[src/rtl/icsp_lvp_config_reader_macros.svh]
// Assertion helpers for the RTL, used by the sequencer.
// Each expects clk and rst_n in the scope where it is used.
`ifndef ICSP_LVP_CONFIG_READER_MACROS_SVH
`define ICSP_LVP_CONFIG_READER_MACROS_SVH

// Same-cycle implication, checked out of reset.
`define ICSP_ASSERT_NOW(label, ante, cons, msg) \
  label: assert property (@(posedge clk) disable iff (!rst_n) (ante) |-> (cons)) \
    else $error(msg);

// Next-cycle implication, checked out of reset.
`define ICSP_ASSERT_NEXT(label, ante, cons, msg) \
  label: assert property (@(posedge clk) disable iff (!rst_n) (ante) |=> (cons)) \
    else $error(msg);

`endif

[src/rtl/icsp_lvp_pkg.sv]
package icsp_lvp_pkg;

  // Field lengths in clock periods.
  localparam int KEY_BITS  = 33;
  localparam int CMD_BITS  = 6;
  localparam int WORD_BITS = 16;

  localparam int BIT_W = 9;

  // Configuration register indexes.
  typedef enum logic [2:0] {
    CFG_ENTRY_KEY    = 3'd0,
    CFG_WORD_COUNT   = 3'd1,
    CFG_RESET_HOLD   = 3'd2,
    CFG_GAP_TICKS    = 3'd3,
    CFG_LOAD_PAYLOAD = 3'd4
  } cfg_idx_t;

  localparam logic [31:0] RST_ENTRY_KEY    = 32'd1296255056;
  localparam logic [7:0]  RST_WORD_COUNT   = 8'd11;
  localparam logic [7:0]  RST_RESET_HOLD   = 8'd20;
  localparam logic [7:0]  RST_GAP_TICKS    = 8'd1;
  localparam logic [13:0] RST_LOAD_PAYLOAD = 14'd1638;

  typedef struct packed {
    logic [31:0] entry_key;
    logic [7:0]  word_count;
    logic [7:0]  reset_hold;
    logic [7:0]  gap_ticks;
    logic [13:0] load_payload;
  } cfg_regs_t;

  // Sequence phases.
  typedef enum logic [1:0] {
    PH_ENTRY = 2'd0,
    PH_READ  = 2'd1,
    PH_DONE  = 2'd2
  } phase_t;

  // Steps of the entry phase.
  localparam logic [2:0] ST_START     = 3'd0;
  localparam logic [2:0] ST_PULSE     = 3'd1;
  localparam logic [2:0] ST_HOLD      = 3'd2;
  localparam logic [2:0] ST_KEY       = 3'd3;
  localparam logic [2:0] ST_LOAD_CMD  = 3'd4;
  localparam logic [2:0] ST_LOAD_DATA = 3'd5;
  localparam logic [2:0] ENTRY_STEPS  = 3'd6;

  // Steps of the read phase.
  localparam logic [2:0] ST_RD_CMD   = 3'd0;
  localparam logic [2:0] ST_RD_DATA  = 3'd1;
  localparam logic [2:0] ST_INC_CMD  = 3'd2;
  localparam logic [2:0] READ_STEPS  = 3'd3;

  localparam logic [15:0] CMD_READ = 16'd4;
  localparam logic [15:0] CMD_INC  = 16'd6;

  localparam logic [BIT_W-1:0] LAST_CAPTURE_BIT = 9'd15;

  // One tick's outcome.
  typedef struct packed {
    logic        reset_line;
    logic        clock_line;
    logic        data_out;
    logic        data_drive;
    logic        word_valid;
    logic [13:0] word_value;
    logic        phase_led;
    logic        finished;
  } tick_res_t;

endpackage

[src/rtl/icsp_lvp_cfg.sv]
module icsp_lvp_cfg
  import icsp_lvp_pkg::*;
(
  input  logic        clk,
  input  logic        rst_n,
  input  logic        cfg_we,
  input  logic [2:0]  cfg_index,
  input  logic [31:0] cfg_data,
  output cfg_regs_t   regs
);

  cfg_regs_t regs_r;
  cfg_regs_t regs_nxt;

  always_comb begin
    regs_nxt = regs_r;
    if (cfg_we) begin
      unique case (cfg_idx_t'(cfg_index))
        CFG_ENTRY_KEY:    regs_nxt.entry_key    = cfg_data;
        CFG_WORD_COUNT:   regs_nxt.word_count   = cfg_data[7:0];
        CFG_RESET_HOLD:   regs_nxt.reset_hold   = cfg_data[7:0];
        CFG_GAP_TICKS:    regs_nxt.gap_ticks    = cfg_data[7:0];
        CFG_LOAD_PAYLOAD: regs_nxt.load_payload = cfg_data[13:0];
        default:          regs_nxt = regs_r;
      endcase
    end
  end

  always_ff @(posedge clk) begin
    if (!rst_n) begin
      regs_r.entry_key    <= RST_ENTRY_KEY;
      regs_r.word_count   <= RST_WORD_COUNT;
      regs_r.reset_hold   <= RST_RESET_HOLD;
      regs_r.gap_ticks    <= RST_GAP_TICKS;
      regs_r.load_payload <= RST_LOAD_PAYLOAD;
    end else begin
      regs_r <= regs_nxt;
    end
  end

  assign regs = regs_r;

endmodule

[src/rtl/icsp_lvp_seq.sv]
module icsp_lvp_seq
  import icsp_lvp_pkg::*;
(
  input  logic      clk,
  input  logic      rst_n,
  input  cfg_regs_t cfg,
  input  logic      fire,
  input  logic      data_in,
  input  logic      tx_busy,
  output tick_res_t res
);

  `include "icsp_lvp_config_reader_macros.svh"

  phase_t            phase_r, phase_nxt;
  logic [2:0]        step_r, step_nxt;
  logic [BIT_W-1:0]  bit_r, bit_nxt;
  logic [7:0]        rep_r, rep_nxt;
  logic [15:0]       cap_r, cap_nxt;
  logic              rst_pin_r, rst_pin_nxt;
  logic              clk_pin_r, clk_pin_nxt;
  logic              dat_pin_r, dat_pin_nxt;
  logic              drv_pin_r, drv_pin_nxt;
  logic              led_r, led_nxt;
  logic              done_r, done_nxt;

  logic [BIT_W-1:0]  len;
  logic [BIT_W:0]    limit;
  logic              is_input;
  logic              adv;
  logic [BIT_W-1:0]  bc1;
  logic [2:0]        st1;
  logic [7:0]        rep1;
  logic [7:0]        times;
  logic              wvalid;

  function automatic logic [BIT_W-1:0] step_len(phase_t ph, logic [2:0] st);
    logic [BIT_W-1:0] l;
    l = '0;
    if (ph == PH_ENTRY) begin
      if (st == ST_KEY)       l = BIT_W'(KEY_BITS);
      if (st == ST_LOAD_CMD)  l = BIT_W'(CMD_BITS);
      if (st == ST_LOAD_DATA) l = BIT_W'(WORD_BITS);
    end else if (ph == PH_READ) begin
      l = (st == ST_RD_DATA) ? BIT_W'(WORD_BITS) : BIT_W'(CMD_BITS);
    end
    return l;
  endfunction

  function automatic logic [7:0] step_post(phase_t ph, logic [2:0] st, cfg_regs_t c);
    logic [7:0] p;
    p = c.gap_ticks;
    if (ph == PH_ENTRY) begin
      if (st == ST_START || st == ST_KEY) p = '0;
      if (st == ST_HOLD)                  p = c.reset_hold;
    end
    return p;
  endfunction

  function automatic logic step_bit(phase_t ph, logic [2:0] st, logic [BIT_W-1:0] k,
                                    cfg_regs_t c);
    logic [BIT_W-1:0] km1;
    logic [15:0]      code;
    logic             b;
    km1  = k - BIT_W'(1);
    code = '0;
    b    = 1'b0;
    if (ph == PH_ENTRY) begin
      if (st == ST_KEY && k < BIT_W'(32)) b = c.entry_key[k[4:0]];
      if (st == ST_LOAD_DATA && k >= BIT_W'(1) && k <= BIT_W'(14))
        b = c.load_payload[km1[3:0]];
    end else if (ph == PH_READ) begin
      if (st == ST_RD_CMD)  code = CMD_READ;
      if (st == ST_INC_CMD) code = CMD_INC;
      if (k < BIT_W'(16)) b = code[k[3:0]];
    end
    return b;
  endfunction

  assign len      = step_len(phase_r, step_r);
  assign limit    = {1'b0, len} + (BIT_W+1)'(step_post(phase_r, step_r, cfg));
  assign is_input = (phase_r == PH_READ) && (step_r == ST_RD_DATA);
  assign bc1      = bit_r + BIT_W'(1);

  always_comb begin
    phase_nxt   = phase_r;
    step_nxt    = step_r;
    bit_nxt     = bit_r;
    rep_nxt     = rep_r;
    cap_nxt     = cap_r;
    rst_pin_nxt = rst_pin_r;
    clk_pin_nxt = clk_pin_r;
    dat_pin_nxt = dat_pin_r;
    drv_pin_nxt = drv_pin_r;
    led_nxt     = led_r;
    done_nxt    = done_r;
    adv         = 1'b0;
    wvalid      = 1'b0;
    st1         = step_r + 3'd1;
    rep1        = rep_r + 8'd1;
    times       = (phase_r == PH_ENTRY) ? 8'd1 : cfg.word_count;

    if (!done_r) begin
      if (bit_r < len) begin
        if (clk_pin_r) begin
          // falling edge: sample when reading, wait while the transmitter is busy
          if (!tx_busy) begin
            clk_pin_nxt = 1'b0;
            if (is_input) begin
              if (bit_r <= LAST_CAPTURE_BIT) cap_nxt[bit_r[3:0]] = data_in;
              if (bit_r == LAST_CAPTURE_BIT) wvalid = 1'b1;
            end
            adv = 1'b1;
          end
        end else begin
          clk_pin_nxt = 1'b1;
          if (!is_input) dat_pin_nxt = step_bit(phase_r, step_r, bit_r, cfg);
        end
      end else begin
        adv = 1'b1;
      end

      if (adv) begin
        if ({1'b0, bc1} < limit) begin
          bit_nxt = bc1;
        end else begin
          bit_nxt = '0;
          if (st1 >= ((phase_r == PH_ENTRY) ? ENTRY_STEPS : READ_STEPS)) begin
            st1 = '0;
            if (rep1 >= times) begin
              rep1    = '0;
              led_nxt = ~led_r;
              if (phase_r == PH_ENTRY) begin
                phase_nxt = PH_READ;
              end else begin
                phase_nxt = PH_DONE;
                done_nxt  = 1'b1;
              end
            end
            rep_nxt = rep1;
          end
          step_nxt = st1;
          if (!done_nxt) begin
            drv_pin_nxt = !((phase_nxt == PH_READ) && (st1 == ST_RD_DATA));
            if (phase_nxt == PH_ENTRY && st1 == ST_PULSE) rst_pin_nxt = 1'b1;
            if (phase_nxt == PH_ENTRY && st1 == ST_HOLD)  rst_pin_nxt = 1'b0;
          end
        end
      end
    end
  end

  always_ff @(posedge clk) begin
    if (!rst_n) begin
      phase_r   <= PH_ENTRY;
      step_r    <= '0;
      bit_r     <= '0;
      rep_r     <= '0;
      cap_r     <= '0;
      rst_pin_r <= 1'b1;
      clk_pin_r <= 1'b0;
      dat_pin_r <= 1'b0;
      drv_pin_r <= 1'b1;
      led_r     <= 1'b0;
      done_r    <= 1'b0;
    end else if (fire) begin
      phase_r   <= phase_nxt;
      step_r    <= step_nxt;
      bit_r     <= bit_nxt;
      rep_r     <= rep_nxt;
      cap_r     <= cap_nxt;
      rst_pin_r <= rst_pin_nxt;
      clk_pin_r <= clk_pin_nxt;
      dat_pin_r <= dat_pin_nxt;
      drv_pin_r <= drv_pin_nxt;
      led_r     <= led_nxt;
      done_r    <= done_nxt;
    end
  end

  always_comb begin
    res.reset_line = rst_pin_nxt;
    res.clock_line = clk_pin_nxt;
    res.data_out   = dat_pin_nxt;
    res.data_drive = drv_pin_nxt;
    res.word_valid = wvalid;
    res.word_value = wvalid ? cap_nxt[14:1] : '0;
    res.phase_led  = led_nxt;
    res.finished   = done_nxt;
  end

  `ICSP_ASSERT_NEXT(a_done_sticky, done_r, done_r, "finished flag dropped")
  `ICSP_ASSERT_NOW(a_done_phase, done_r, phase_r == PH_DONE, "finished outside done phase")
  `ICSP_ASSERT_NOW(a_word_in_read, wvalid, is_input && !drv_pin_r,
    "word completed outside the released read field")
  `ICSP_ASSERT_NEXT(a_busy_holds_clock,
    fire && !done_r && clk_pin_r && tx_busy && (bit_r < len),
    clk_pin_r && $stable(bit_r), "falling edge taken while transmitter busy")

endmodule

[src/rtl/icsp_lvp_config_reader.sv]
// Requests pass the input register, the sequencer and the result register.
// Throughput: one request per cycle if not stalled; a tick is one sequencer pass.
// Stall on the result side holds the output register, then the input register.
// Reset (rst_n low, synchronous): reset pin high, clock and data low, data driven,
// all counters cleared and configuration registers back to their defaults.
module icsp_lvp_config_reader
  import icsp_lvp_pkg::*;
(
  input  logic        clk,
  input  logic        rst_n,
  // configuration write port
  input  logic        cfg_we,
  input  logic [2:0]  cfg_index,
  input  logic [31:0] cfg_data,
  // tick requests
  input  logic        in_valid,
  output logic        in_stall,
  input  logic        in_data_in,
  input  logic        in_tx_busy,
  // per-tick results
  output logic        out_valid,
  input  logic        out_stall,
  output logic        out_reset_line,
  output logic        out_clock_line,
  output logic        out_data_out,
  output logic        out_data_drive,
  output logic        out_word_valid,
  output logic [13:0] out_word_value,
  output logic        out_phase_led,
  output logic        out_finished
);

  cfg_regs_t cfg;
  tick_res_t res;
  tick_res_t res_r;

  logic in_vld_r;
  logic din_r;
  logic busy_r;
  logic out_vld_r;
  logic out_hold;
  logic fire;

  icsp_lvp_cfg u_cfg (
    .clk       (clk),
    .rst_n     (rst_n),
    .cfg_we    (cfg_we),
    .cfg_index (cfg_index),
    .cfg_data  (cfg_data),
    .regs      (cfg)
  );

  // A held result blocks the sequencer; a blocked sequencer blocks the input stage.
  assign out_hold = out_vld_r && out_stall;
  assign fire     = in_vld_r && !out_hold;
  assign in_stall = in_vld_r && out_hold;

  // Input register: take a new request whenever the stage ahead can move.
  always_ff @(posedge clk) begin
    if (!rst_n) begin
      in_vld_r <= 1'b0;
    end else if (!in_stall) begin
      in_vld_r <= in_valid;
    end
  end

  always_ff @(posedge clk) begin
    if (!in_stall) begin
      din_r  <= in_data_in;
      busy_r <= in_tx_busy;
    end
  end

  icsp_lvp_seq u_seq (
    .clk     (clk),
    .rst_n   (rst_n),
    .cfg     (cfg),
    .fire    (fire),
    .data_in (din_r),
    .tx_busy (busy_r),
    .res     (res)
  );

  // Result register: load on each tick, drop once taken, hold while stalled.
  always_ff @(posedge clk) begin
    if (!rst_n) begin
      out_vld_r <= 1'b0;
    end else if (fire) begin
      out_vld_r <= 1'b1;
    end else if (!out_stall) begin
      out_vld_r <= 1'b0;
    end
  end

  always_ff @(posedge clk) begin
    if (fire) begin
      res_r <= res;
    end
  end

  assign out_valid      = out_vld_r;
  assign out_reset_line = res_r.reset_line;
  assign out_clock_line = res_r.clock_line;
  assign out_data_out   = res_r.data_out;
  assign out_data_drive = res_r.data_drive;
  assign out_word_valid = res_r.word_valid;
  assign out_word_value = res_r.word_value;
  assign out_phase_led  = res_r.phase_led;
  assign out_finished   = res_r.finished;

endmodule

[config.mk]
export PLATFORM = sky130hd
export DESIGN_NAME = icsp_lvp_config_reader
export DESIGN_NICKNAME = d
export VERILOG_FILES = /design/src/rtl/icsp_lvp_pkg.sv /design/src/rtl/icsp_lvp_cfg.sv /design/src/rtl/icsp_lvp_seq.sv /design/src/rtl/icsp_lvp_config_reader.sv
export VERILOG_INCLUDE_DIRS = /design/src /design/src/rtl
export SDC_FILE = /design/constraint.sdc
export NUM_CORES = 1
export LEC_CHECK = 0
export BUFFER_PORTS_ARGS = -buffer_cell sky130_fd_sc_hd__buf_2
export CORE_MARGIN = 8
export CORE_UTILIZATION = 34
export CTS_CLUSTER_SIZE = 14
export DETAILED_ROUTE_END_ITERATION = 10
export HOLD_SLACK_MARGIN = 0.15
export PLACE_DENSITY = 0.5
export SKIP_LAST_GASP = 1
export SLEW_MARGIN = 5
export SYNTH_ARGS = -nofsm -noshare
export SYNTH_HDL_FRONTEND = slang
export SYNTH_SLANG_ARGS = --single-unit
[constraint.sdc]
create_clock -name clk -period 5.1 [get_ports clk]
set_clock_uncertainty 0.2 [all_clocks]
set_input_delay 0.51 -clock clk [delete_from_list [all_inputs] [get_ports clk]]
set_output_delay 0.51 -clock clk [all_outputs]
set_load 0.01 [all_outputs]
==> impl_metrics.ini <==
[clock_tree]
cts_sinks = 137
numCtsBuffers = 17
cts_root_buffer = clkbuf_16
cts-hold-fix-buffers = 24
clkTransAtPathRegs_ns = 0.06
cts_setup_buffers = 0
clock_latency_ns = 0.42
clock_path_buffers = 2
cts_resized = 0
cts_tree = done
h-tree-depth = 4

[worst_setup_path]
cp-end-kind = flip-flop
critPathBufInv = 1
critical_path_peak_fanout = 12
startpoint = u_seq.step_r[0]$_SDFFE_PN0P_
cpPeakStageDelay_ns = 0.49
critPathLaunchType = flip-flop
arrival_ns = 4.76
cp_slowest_cell = dfxtp_1
path_class = reg2reg
required_ns = 5.06
cp_cell_sequence = inv_1, ha_1, o21ba_2, o21ai_1, a22o_1, ha_1, a21o_1, a21o_1, a31oi_1, xnor2_1, ha_1, and4_1, o21a_1, o2111ai_1, a21o_1, nor4_1, xor2_1
r2r-start = u_seq.step_r[0]$_SDFFE_PN0P_
cp_top_family = compound AO/OA/AOI/OAI gates

[layout]
area_growth_pct = 18.95
final_cell_area_sq_um = 8622
seq_area_sq_um = 2973
drive_gt1_frac = 0.1479
nFillCells = 2176
final_nets = 994
antennaDiodeCount = 0
multi_input_area_sq_um = 3999

[global_route]
grt_util_met1 = 0.2054
grt_pass1_wl_um = 31720
met2_usage = 0.2362
top_usage_layer = met2
grt_usage = 0.1508
gr-total-overflow = 0
met3_usage = 0.03138
grt_max_degree = 52
grt_pass1_vias = 5939
antenna_found_initial = 0

[timing]
totalNegativeSetupSlack_ns = 0
rsz0062_at_grt = false
relSlewSlack = 0.2570
final.min_clock_period_ns = 4.804
drv_slew = 0
post-route-period-util = 0.9419
hold_viol = 0
setup_viol = 0
fmax_mhz = 208.2
worst_slew_pin_slew_ns = 1.112

[placement]
numPortBuffers = 64
place_congestion = 0.8025
place_hpwl_um = 13530
postPlaceCellArea_sq_um = 7825

[run_status]
status = finished clean

[die]
row_count = 53
dieHeight_um = 162.0
start_util = 0.3459
ios = 65
core_area_sq_um = 20960
die-area_sq_um = 26250
die_w_um = 162.0

[detailed_routing]
num_vias = 6162
drc_errors = 0
routedWlPerCell_um = 16.32
detail-route-antenna-nets = 0
dr.pass1.iters = 4
drt_iter0_drc = 408
avgViaCountPerCell = 5.131
routed_wirelength_um = 19600

[power_and_ir_drop]
power.leakage_nw = 3.296
power_mw = 2.512
ir_worst_vdd_mv = 0.2068
power_density_nw_per_um2 = 291.3

[synthesis]
ys.flop_type = dfxtp_1
yosys.cell_types.count = 73
synth_area_per_cell_sq_um = 8.660
yosysTopAreaCellShare = 0.3149
synth-edff-count = 23
synth.area.top_cells = dfxtp_1 31%, edfxtp_1 9.5%, nand2_1 9.4%
yosysSeqAreaShare = 0.4102
ys_async_sr_fraction = 0
ys_seq_elements = 137
yosysMostFrequentCell = nand2_1
synth_area_leader_cell = dfxtp_1
postSynthNetCount = 918
synth_area_sq_um = 7248
ys_top_cells_by_count = 182 x nand2_1, 114 x dfxtp_1, 86 x a21oi_1
synthCells = 837
ys_warn_count = 0

[hold_path]
hp-class = in2reg
hp-start = cfg_data[28]

[run]
drv_cap = 0
==> flip-flops by register name (all words and copies together), names as in the netlist, 2 cells and up <==
| name | count |
|---|---|
| u_cfg.regs | 70 |
| u_seq.phase_r | 2 |
| u_seq.rep_r | 8 |
| u_seq.step_r | 3 |
| u_seq.bit_r | 9 |
| u_seq.cap_r | 14 |
| out_word_value | 14 |
==> report_power, final <==
part	switching, mW	internal (mW)	total, mW
clock network	0.459	0.712	1.17
registers	0.0145	1.12	1.14
logic	0.121	0.0819	0.202
==> worst paths after layout <==
path / endpoint / slack, ns / cells after the start
setup / recovery: out_phase_led$_DFFE_PP_ / 0.30 / 17
hold reg to reg: u_cfg.regs[13]$_SDFFE_PN0P_ / 0.25 / 2
hold / removal: u_cfg.regs[66]$_SDFFE_PN0P_ / 0.16 / 3
setup reg to reg: out_phase_led$_DFFE_PP_ / 0.30 / 17
==> routing by layer <==
layer,up-vias,share of wire,routed length [um]
met5,-,0,0
met4,0,0.010,196
met1,2901,0.50,9863
met3,12,0.034,669
met2,102,0.45,8869
li1,3147,-,-
==> cells in the final DEF, fill, tap and decap left out, types with 17 or more instances in the layout <==
| cell | n |
|---|---|
| nor2_1 | 35 |
| nand2_1 | 182 |
| a21oi_1 | 86 |
| or3_1 | 22 |
| buf_2 | 64 |
| dlygate4sd3_1 | 25 |
| dfxtp_1 | 114 |
| clkbuf_16 | 17 |
| inv_1 | 20 |
| edfxtp_1 | 23 |
| o21ai_0 | 29 |
| nand3_1 | 42 |
| ha_1 | 38 |
==> cells by family (layout without fill, tap and decap cells) <==
group / Yosys count / count (layout) / synth area share
compound gates: 188 / 188 / 0.1642
flops: 137 / 137 / 0.4102
fa+ha+maj: 39 / 39 / 0.06836
mux: 26 / 26 / 0.05731
buf+inv: 68 / 157 / 0.03901
xor+xnor: 22 / 22 / 0.02658
simple gates: 357 / 357 / 0.2344
==> per-stage QoR <==
step	std cells	worst slack [ns]	util	hold slack (ns)
after CTS	1200	0.3598	0.4110	0.1508
after global placement	1144	0.4881	0.3734	0.2418
after global routing	1201	0.01599	0.4115	0.1615
after detailed placement	1144	0.3764	0.3734	0.2465
after floorplan	837	0.6264	-	0.2318
final	1201	0.2964	0.4115	0.1632
==> worst min-delay path, stage by stage <==
cell and delay (ns):
buf_2 0.09, nand2_1 0.07, a21oi_1 0.06
==> layout make-up <==
type	count	share of cell area
inverters	22	0.009723
clock inverters	10	0.01190
multi-input cells	632	0.4638
well taps	275	0.03991
clock buffers	22	0.05152
repair buffers	103	0.07836
flip-flops and latches	137	0.3448
Power figures use the tool's default switching activity.
